===== src/rtl/smd_pkg.sv =====
package smd_pkg;

  // Sample width on the ports and in the buffer.
  localparam int unsigned SAMPLE_W = 16;
  // Width of the image count register and of every count that it bounds.
  localparam int unsigned COUNT_W = 7;
  // Running sum of up to 127 samples.
  localparam int unsigned SUM_W = SAMPLE_W + COUNT_W;
  // One squared deviation.
  localparam int unsigned SQ_W = 2 * SAMPLE_W;
  // Sum of up to 127 squared deviations; also the divider's dividend width.
  localparam int unsigned ACC_W = SQ_W + COUNT_W;
  // Width of the shared compare and subtract stage.
  localparam int unsigned CMP_W = SAMPLE_W + 4;
  // Step counter of the shared unit.
  localparam int unsigned STEP_W = 6;
  localparam int unsigned DIV_STEPS = ACC_W;
  localparam int unsigned ROOT_STEPS = SQ_W / 2;

  // Configuration port.
  localparam int unsigned ADDR_W = 3;
  localparam int unsigned DATA_W = 32;
  localparam logic REG_IMAGE_COUNT = 1'b0;

  typedef enum logic {
    OP_DIV,
    OP_SQRT
  } arith_op_e;

  typedef enum logic [2:0] {
    ST_LOAD,
    ST_MEAN_GO,
    ST_MEAN_WAIT,
    ST_PASS,
    ST_MSD_GO,
    ST_MSD_WAIT,
    ST_SQRT_GO,
    ST_SQRT_WAIT
  } seq_state_e;

  typedef struct packed {
    logic      start;
    arith_op_e op;
  } arith_req_t;

  typedef struct packed {
    logic busy;
    logic done;
  } arith_rsp_t;

endpackage


===== src/rtl/stack_mean_and_deviation.sv =====
// Per-pixel mean and standard deviation over a stack of images. Each sample
// (one word on start_i while busy_o is low) is the current pixel's amplitude in
// the next image; it is stored and summed when accepted, so the samples of a
// pixel enter back to back. The word for the last image (image_count samples,
// where zero counts as one and values above MAX_IMAGES count as MAX_IMAGES)
// raises busy_o while the pixel is worked out: one shared iterative unit first
// divides the sum by n for the mean, then the sample buffer is read once more
// and the squared deviations from that mean are summed, the sum is divided by
// n and its floor square root is taken. The result is shown on avg_amplitude_o
// and amplitude_deviation_o for exactly one cycle with result_valid_o, in the
// cycle in which busy_o falls, so busy_o is already low in that cycle. The
// receiver cannot stall the block, so the result must be taken in that cycle.
// Writing image_count discards a partly received pixel; write it only while
// busy_o is low. The sample buffer needs no clearing after reset: only entries
// written for the current pixel are read.
module stack_mean_and_deviation #(
  parameter int unsigned MAX_IMAGES     = 64,
  parameter int unsigned AMPLITUDE_BITS = 16
) (
  input  logic                          clk_i,
  input  logic                          rst_ni,

  input  logic                          start_i,
  output logic                          busy_o,
  input  logic [smd_pkg::SAMPLE_W-1:0]  amplitude_i,

  output logic                          result_valid_o,
  output logic [smd_pkg::SAMPLE_W-1:0]  avg_amplitude_o,
  output logic [smd_pkg::SAMPLE_W-1:0]  amplitude_deviation_o,

  input  logic                          psel_i,
  input  logic                          penable_i,
  input  logic                          pwrite_i,
  input  logic [smd_pkg::ADDR_W-1:0]    paddr_i,
  input  logic [smd_pkg::DATA_W-1:0]    pwdata_i,
  output logic [smd_pkg::DATA_W-1:0]    prdata_o,
  output logic                          pready_o
);

  localparam int unsigned IDX_W = (MAX_IMAGES > 1) ? $clog2(MAX_IMAGES) : 1;

  // Only the low AMPLITUDE_BITS bits of a sample take part.
  localparam logic [smd_pkg::SAMPLE_W-1:0] AMP_MASK =
      (AMPLITUDE_BITS >= smd_pkg::SAMPLE_W) ? {smd_pkg::SAMPLE_W{1'b1}} :
      smd_pkg::SAMPLE_W'((1 << AMPLITUDE_BITS) - 1);

  // Configuration register.
  logic [smd_pkg::COUNT_W-1:0] image_count_q;
  logic                        cfg_write;
  logic                        cfg_hit;

  assign pready_o  = 1'b1;
  assign cfg_hit   = (paddr_i[2] == smd_pkg::REG_IMAGE_COUNT);
  assign cfg_write = psel_i && penable_i && pwrite_i && pready_o;
  assign prdata_o  = cfg_hit ? smd_pkg::DATA_W'(image_count_q) : '0;

  // Number of samples per pixel after the zero and ceiling rules.
  logic [smd_pkg::COUNT_W-1:0] n_eff;

  always_comb begin
    if (image_count_q == '0) begin
      n_eff = smd_pkg::COUNT_W'(1);
    end else if (int'(image_count_q) > int'(MAX_IMAGES)) begin
      n_eff = smd_pkg::COUNT_W'(MAX_IMAGES);
    end else begin
      n_eff = image_count_q;
    end
  end

  // Sequencer and control state.
  smd_pkg::seq_state_e         state_q, state_d;
  logic [smd_pkg::COUNT_W-1:0] count_q, count_d;
  logic [smd_pkg::SUM_W-1:0]   sum_q, sum_d;
  logic [smd_pkg::COUNT_W-1:0] rd_idx_q, rd_idx_d;
  logic                        v1_q, v2_q, v3_q;
  logic                        valid_q, valid_d;

  // Datapath registers.
  logic [smd_pkg::SAMPLE_W-1:0] sample_buffer [MAX_IMAGES];
  logic [smd_pkg::SAMPLE_W-1:0] rd_data_q;
  logic [smd_pkg::SAMPLE_W-1:0] dev_q;
  logic [smd_pkg::SQ_W-1:0]     sq_q;
  logic [smd_pkg::ACC_W-1:0]    acc_q, acc_d;
  logic [smd_pkg::SAMPLE_W-1:0] mean_q, mean_d;
  logic [smd_pkg::SAMPLE_W-1:0] devout_q, devout_d;

  logic                         accept;
  logic [smd_pkg::SAMPLE_W-1:0] sample;
  logic                         rd_en;
  logic [IDX_W-1:0]             wr_addr, rd_addr;

  smd_pkg::arith_req_t          arith_req;
  smd_pkg::arith_rsp_t          arith_rsp;
  logic [smd_pkg::ACC_W-1:0]    arith_operand;
  logic [smd_pkg::ACC_W-1:0]    arith_result;

  assign busy_o  = (state_q != smd_pkg::ST_LOAD);
  assign accept  = start_i && !busy_o;
  assign sample  = amplitude_i & AMP_MASK;
  assign wr_addr = IDX_W'(count_q);
  assign rd_addr = IDX_W'(rd_idx_q);
  assign rd_en   = (state_q == smd_pkg::ST_PASS) && (rd_idx_q < n_eff);

  always_comb begin
    state_d       = state_q;
    count_d       = count_q;
    sum_d         = sum_q;
    rd_idx_d      = rd_idx_q;
    valid_d       = 1'b0;
    acc_d         = acc_q;
    mean_d        = mean_q;
    devout_d      = devout_q;
    arith_req     = '{start: 1'b0, op: smd_pkg::OP_DIV};
    arith_operand = smd_pkg::ACC_W'(sum_q);

    case (state_q)
      smd_pkg::ST_LOAD: begin
        if (cfg_write && cfg_hit) begin
          // A new image count discards any partly received pixel.
          count_d = '0;
          sum_d   = '0;
        end else if (accept) begin
          sum_d = sum_q + smd_pkg::SUM_W'(sample);
          if (smd_pkg::COUNT_W'(count_q + 1'b1) == n_eff) begin
            count_d = '0;
            state_d = smd_pkg::ST_MEAN_GO;
          end else begin
            count_d = count_q + 1'b1;
          end
        end
      end
      smd_pkg::ST_MEAN_GO: begin
        arith_req     = '{start: 1'b1, op: smd_pkg::OP_DIV};
        arith_operand = smd_pkg::ACC_W'(sum_q);
        sum_d         = '0;
        state_d       = smd_pkg::ST_MEAN_WAIT;
      end
      smd_pkg::ST_MEAN_WAIT: begin
        if (arith_rsp.done) begin
          mean_d   = arith_result[smd_pkg::SAMPLE_W-1:0];
          rd_idx_d = '0;
          acc_d    = '0;
          state_d  = smd_pkg::ST_PASS;
        end
      end
      smd_pkg::ST_PASS: begin
        // Reads issue one per cycle; a squared term passes through rd_data_q,
        // dev_q and sq_q before it reaches the sum.
        if (rd_en) begin
          rd_idx_d = rd_idx_q + 1'b1;
        end
        if (v3_q) begin
          acc_d = acc_q + smd_pkg::ACC_W'(sq_q);
        end
        if (!rd_en && !v1_q && !v2_q && !v3_q) begin
          state_d = smd_pkg::ST_MSD_GO;
        end
      end
      smd_pkg::ST_MSD_GO: begin
        arith_req     = '{start: 1'b1, op: smd_pkg::OP_DIV};
        arith_operand = acc_q;
        state_d       = smd_pkg::ST_MSD_WAIT;
      end
      smd_pkg::ST_MSD_WAIT: begin
        if (arith_rsp.done) begin
          state_d = smd_pkg::ST_SQRT_GO;
        end
      end
      smd_pkg::ST_SQRT_GO: begin
        // The unit still holds the mean squared deviation from the division.
        arith_req     = '{start: 1'b1, op: smd_pkg::OP_SQRT};
        arith_operand = arith_result;
        state_d       = smd_pkg::ST_SQRT_WAIT;
      end
      smd_pkg::ST_SQRT_WAIT: begin
        if (arith_rsp.done) begin
          devout_d = arith_result[smd_pkg::SAMPLE_W-1:0];
          valid_d  = 1'b1;
          state_d  = smd_pkg::ST_LOAD;
        end
      end
      default: begin
        state_d = smd_pkg::ST_LOAD;
      end
    endcase
  end

  smd_arith u_arith (
    .clk_i     (clk_i),
    .rst_ni    (rst_ni),
    .req_i     (arith_req),
    .operand_i (arith_operand),
    .divisor_i (n_eff),
    .rsp_o     (arith_rsp),
    .result_o  (arith_result)
  );

  always_ff @(posedge clk_i or negedge rst_ni) begin
    if (!rst_ni) begin
      state_q       <= smd_pkg::ST_LOAD;
      count_q       <= '0;
      sum_q         <= '0;
      rd_idx_q      <= '0;
      v1_q          <= 1'b0;
      v2_q          <= 1'b0;
      v3_q          <= 1'b0;
      valid_q       <= 1'b0;
      image_count_q <= smd_pkg::COUNT_W'(1);
    end else begin
      state_q  <= state_d;
      count_q  <= count_d;
      sum_q    <= sum_d;
      rd_idx_q <= rd_idx_d;
      v1_q     <= rd_en;
      v2_q     <= v1_q;
      v3_q     <= v2_q;
      valid_q  <= valid_d;
      if (cfg_write && cfg_hit) begin
        image_count_q <= pwdata_i[smd_pkg::COUNT_W-1:0];
      end
    end
  end

  // Sample buffer: written on each accepted word that no image count write meets, read during the second pass.
  always_ff @(posedge clk_i) begin
    if (accept && !(cfg_write && cfg_hit)) begin
      sample_buffer[wr_addr] <= sample;
    end
    rd_data_q <= sample_buffer[rd_addr];
  end

  // Deviation pipeline and result registers.
  always_ff @(posedge clk_i) begin
    dev_q    <= (rd_data_q >= mean_q) ? (rd_data_q - mean_q) : (mean_q - rd_data_q);
    sq_q     <= dev_q * dev_q;
    acc_q    <= acc_d;
    mean_q   <= mean_d;
    devout_q <= devout_d;
  end

  assign result_valid_o        = valid_q;
  assign avg_amplitude_o       = mean_q;
  assign amplitude_deviation_o = devout_q;

  // A result comes only at the end of a computation, and the block is ready
  // for the next pixel in the same cycle.
  a_result_after_work : assert property (@(posedge clk_i) disable iff (!rst_ni)
    result_valid_o |-> !busy_o && $past(state_q == smd_pkg::ST_SQRT_WAIT))
    else $error("result strobe outside the end of a computation");

  // The sequencer never starts the shared unit while it is still iterating.
  a_unit_free : assert property (@(posedge clk_i) disable iff (!rst_ni)
    arith_req.start |-> !arith_rsp.busy)
    else $error("shared unit started while busy");

  // While samples are being taken, the count stays below the samples per pixel.
  a_count_bound : assert property (@(posedge clk_i) disable iff (!rst_ni)
    (state_q == smd_pkg::ST_LOAD) |-> (count_q < n_eff))
    else $error("sample count reached the image count while loading");

  // The unit only reports completion while a computation waits for it.
  a_done_expected : assert property (@(posedge clk_i) disable iff (!rst_ni)
    arith_rsp.done |-> (state_q == smd_pkg::ST_MEAN_WAIT ||
                        state_q == smd_pkg::ST_MSD_WAIT ||
                        state_q == smd_pkg::ST_SQRT_WAIT))
    else $error("shared unit finished with no computation waiting");

endmodule


===== src/rtl/smd_arith.sv =====
// Shared iterative unit: restoring division by a small count, or a floor
// square root, one digit per cycle through one compare and subtract stage.
module smd_arith (
  input  logic                          clk_i,
  input  logic                          rst_ni,
  input  smd_pkg::arith_req_t           req_i,
  input  logic [smd_pkg::ACC_W-1:0]     operand_i,
  input  logic [smd_pkg::COUNT_W-1:0]   divisor_i,
  output smd_pkg::arith_rsp_t           rsp_o,
  output logic [smd_pkg::ACC_W-1:0]     result_o
);

  logic                          busy_q, busy_d;
  logic                          done_q, done_d;
  logic [smd_pkg::STEP_W-1:0]    cnt_q, cnt_d;
  smd_pkg::arith_op_e            op_q, op_d;
  logic [smd_pkg::ACC_W-1:0]     work_q, work_d;
  logic [smd_pkg::CMP_W-1:0]     rem_q, rem_d;
  logic [smd_pkg::ACC_W-1:0]     res_q, res_d;
  logic [smd_pkg::COUNT_W-1:0]   div_q, div_d;

  logic [smd_pkg::CMP_W-1:0]     cmp_a, cmp_b, cmp_diff;
  logic                          cmp_ge;

  // The one compare and subtract stage that both operations share.
  always_comb begin
    case (op_q)
      smd_pkg::OP_DIV: begin
        cmp_a = {rem_q[smd_pkg::CMP_W-2:0], work_q[smd_pkg::ACC_W-1]};
        cmp_b = smd_pkg::CMP_W'(div_q);
      end
      smd_pkg::OP_SQRT: begin
        cmp_a = {rem_q[smd_pkg::CMP_W-3:0], work_q[smd_pkg::ACC_W-1:smd_pkg::ACC_W-2]};
        cmp_b = {res_q[smd_pkg::CMP_W-3:0], 2'b01};
      end
      default: begin
        cmp_a = '0;
        cmp_b = '0;
      end
    endcase
    cmp_ge   = (cmp_a >= cmp_b);
    cmp_diff = cmp_a - cmp_b;
  end

  always_comb begin
    busy_d = busy_q;
    done_d = 1'b0;
    cnt_d  = cnt_q;
    op_d   = op_q;
    work_d = work_q;
    rem_d  = rem_q;
    res_d  = res_q;
    div_d  = div_q;
    if (busy_q) begin
      rem_d = cmp_ge ? cmp_diff : cmp_a;
      res_d = {res_q[smd_pkg::ACC_W-2:0], cmp_ge};
      if (op_q == smd_pkg::OP_DIV) begin
        work_d = {work_q[smd_pkg::ACC_W-2:0], 1'b0};
      end else begin
        work_d = {work_q[smd_pkg::ACC_W-3:0], 2'b00};
      end
      cnt_d = cnt_q - 1'b1;
      if (cnt_q == '0) begin
        busy_d = 1'b0;
        done_d = 1'b1;
      end
    end else if (req_i.start) begin
      busy_d = 1'b1;
      op_d   = req_i.op;
      rem_d  = '0;
      res_d  = '0;
      div_d  = divisor_i;
      if (req_i.op == smd_pkg::OP_DIV) begin
        work_d = operand_i;
        cnt_d  = smd_pkg::STEP_W'(smd_pkg::DIV_STEPS - 1);
      end else begin
        // The radicand sits at the top of the shift register.
        work_d = {operand_i[smd_pkg::SQ_W-1:0], (smd_pkg::ACC_W - smd_pkg::SQ_W)'(0)};
        cnt_d  = smd_pkg::STEP_W'(smd_pkg::ROOT_STEPS - 1);
      end
    end
  end

  always_ff @(posedge clk_i or negedge rst_ni) begin
    if (!rst_ni) begin
      busy_q <= 1'b0;
      done_q <= 1'b0;
      cnt_q  <= '0;
      op_q   <= smd_pkg::OP_DIV;
    end else begin
      busy_q <= busy_d;
      done_q <= done_d;
      cnt_q  <= cnt_d;
      op_q   <= op_d;
    end
  end

  always_ff @(posedge clk_i) begin
    work_q <= work_d;
    rem_q  <= rem_d;
    res_q  <= res_d;
    div_q  <= div_d;
  end

  assign rsp_o.busy = busy_q;
  assign rsp_o.done = done_q;
  assign result_o   = res_q;

endmodule


===== config.mk =====
export PLATFORM = sky130hd
export DESIGN_NAME = stack_mean_and_deviation
export DESIGN_NICKNAME = d
export VERILOG_FILES = /design/src/rtl/smd_pkg.sv /design/src/rtl/stack_mean_and_deviation.sv /design/src/rtl/smd_arith.sv
export SDC_FILE = /design/constraint.sdc
export NUM_CORES = 2
export LEC_CHECK = 0
export BUFFER_PORTS_ARGS = -buffer_cell sky130_fd_sc_hd__clkbuf_2
export CAP_MARGIN = 40
export CORE_ASPECT_RATIO = 0.8
export CORE_UTILIZATION = 58
export CTS_BUF_LIST = sky130_fd_sc_hd__clkbuf_16
export CTS_CLUSTER_SIZE = 12
export DETAILED_ROUTE_END_ITERATION = 8
export PLACE_DENSITY = 0.81
export SLEW_MARGIN = 20
export SYNTH_ARGS = -nofsm -noshare
export SYNTH_HDL_FRONTEND = slang
export SYNTH_HIERARCHICAL = 1
export SYNTH_SLANG_ARGS = --single-unit

===== constraint.sdc =====
create_clock -name clk_i -period 7.7 [get_ports clk_i]
set_input_delay 1.54 -clock clk_i [delete_from_list [all_inputs] [get_ports clk_i]]
set_output_delay 1.54 -clock clk_i [all_outputs]
set_load 0.02 [all_outputs]

==> results.md <==
- Vias/cell: 6.64
- Slew headroom: 0.248
- RSZ-0062 raised after global routing: false
- Grt ovf: 0
- Avg Inst Size Synth: 15.6 µm²
- CTS tree: built
- Initial Util: 0.588
- Met3 Resource Use GR: 0.0764
- CTS max path bufs: 3
- Tmin final: 6.72 ns
- Worst path arrival time: 7.37 ns
- Final Hold Fails: 0
- Vias: 38200
- Slew @ Worst Pin: 1.13 ns
- Global routing usage on met2: 0.481
- Core area: 0.109 mm²
- Crit Path Class: reg2reg
- CTS root buf: clkbuf_16
- Io pins: 124
- Worst Slack Setup Final: 0.982 ns
- Max-slew violations: 0
- Largest net degree at the start of global routing: 167
- Setup crit start kind: register
- Nets: 4687
- Max FO, Critical Path: 15
- Final setup TNS: 0 ns
- Initial antenna violation count: 10
- DRT iter0 DRCs: 5131
- Warnings, synthesis: 6
- Cts repair resizes: 0
- DRT Pass-1 Iters: 6
- Total track usage: 0.309
- Chip height: 299 µm
- Max-cap violations: 0
- Total CTS buffers: 135
- Hold Buf Count CTS: 0
- Sink Count: 1322
- Vias in the first global route: 38200
- Hpwl dp: 102000 µm
- Filler cell count: 7277
- Syn Inst Count: 4114
- Critical path endpoint category: register
- Final WL: 171000 µm
- GPL Wtd Cong: 0.915
- Area grow syn2layout: 9.91%
- Worst Clk Skew: 0.0422 ns
- Status: finished clean
- GR Util met1: 0.419
- DRT antenna net count: 0
- Skew-Pair Late Insertion Delay: 0.79 ns
- FP Rows: 108
- Die X: 374 µm
- Clock transition at path regs: 0.06 ns
- Hold crit path type: reg2reg
- WL per Instance: 29.8 µm
- DIE AREA: 0.112 mm²
- GRT busiest layer: met2
- Finish-stage setup viols: 0
- Footprint of the multi-input gates: 0.0231 mm²
- Postcts setup bufs: 0
- Input/output buffers: 70
- Fin crit share: 0.873
- First-pass GRT wire length: 251000 µm
- H-tree depth: 4
- Register area: 0.0388 mm²
- Pre-CTS setup slack: 1.16 ns
- Share of layout cells above drive strength 1: 0.180
- Mapped cell area: 0.0641 mm²
- DRC violations left: 0
- Max frequency: 149 MHz
- Critical Path RT: 8.35 ns
[stage by stage]
step	instances	utilization	area [µm²]	hold slack, ns
5_1_grt	5751	0.646	70400	0.400
3_5_place_dp	5546	0.608	66300	0.370
6_report	5757	0.646	70400	0.382
3_3_place_gp	5537	0.607	66100	0.363
2_1_floorplan	4138	-	64100	0.355
4_1_cts	5747	0.645	70300	0.380
[critical path, stage by stage (launching register included)]
cell	delay (ns)
dfxtp_1	0.76
inv_1	0.28
nor2_1	0.32
ha_1	0.31
xor2_1	0.19
fa_1	0.55
inv_1	0.06
fa_1	0.48
fa_1	0.53
fa_1	0.50
inv_1	0.05
fa_1	0.47
inv_1	0.04
ha_1	0.29
inv_1	0.08
nor2_1	0.20
nand3_1	0.11
o311ai_1	0.66
a211oi_2	0.21
o2111ai_1	0.24
a21oi_1	0.10
xnor2_1	0.12
[sequential cells by signal, summed over array words and instances, names as in the netlist, 19 cells and up]
register and count:
acc_q 39, sample_buffer 1024, sq_q 31, sum_q 23, u_arith/rem_q 19, u_arith/result_o 39
u_arith/work_q 39
[layout make-up]
type / count / share of cell area
clock inverter: 64 / 0.00853
inverter: 325 / 0.0174
clock buffer: 137 / 0.0487
multi-input combinational: 2276 / 0.328
tap: 1430 / 0.0254
timing repair buffer: 197 / 0.0210
sequential: 1322 / 0.551
antenna: 6 / 0.000213
[path summary, 6_finish.rpt]
| check | startpoint | to | slack [ns] | cells past startpoint |
|---|---|---|---|---|
| min in group asynchronous | rst_ni | result_valid_o | 0.66 | 2 |
| worst min-delay path | v2_q | v3_q | 0.38 | 0 |
| worst min register to register | v2_q | v3_q | 0.38 | 0 |
| worst max-delay path | dev_q[3] | sq_q[31] | 0.98 | 21 |
| max in group asynchronous | rst_ni | image_count_q[0] | 6.50 | 3 |
| worst max register to register | dev_q[3] | sq_q[31] | 0.98 | 21 |
[routing by layer]
layer | share of wire | vias to the layer above
li1 | - | 15700
met1 | 0.37 | 19300
met2 | 0.47 | 2715
met3 | 0.12 | 466
met4 | 0.044 | 6
met5 | 0.00026 | -
[placed cells by master (no fill, tap or decap), drive strengths merged, types with 7 or more instances in the layout]
| cell type | n |
|---|---|
| inv | 361 |
| a211oi | 46 |
| nand3 | 50 |
| nand2 | 244 |
| a31o | 8 |
| nand2b | 16 |
| clkbuf | 206 |
| o31ai | 11 |
| conb | 26 |
| dfxtp | 63 |
| nand3b | 15 |
| a31oi | 25 |
| a21oi | 155 |
| mux2 | 25 |
| and2 | 97 |
| or3 | 15 |
| o211ai | 7 |
| o21bai | 15 |
| xnor2 | 74 |
| xor2 | 48 |
| nor2b | 57 |
| and3 | 15 |
| nand4 | 23 |
| ha | 207 |
| a21o | 59 |
| mux2i | 99 |
| clkinv | 23 |
| nor4 | 9 |
| fa | 166 |
| nor2 | 190 |
| dfrtp | 59 |
| or2 | 13 |
| nor3 | 24 |
| mux4 | 336 |
| buf | 128 |
| o21ai | 120 |
| edfxtp | 1199 |
Power is not shown: default switching activity piles up to over one toggle a cycle in this logic, so the estimate is an artifact.
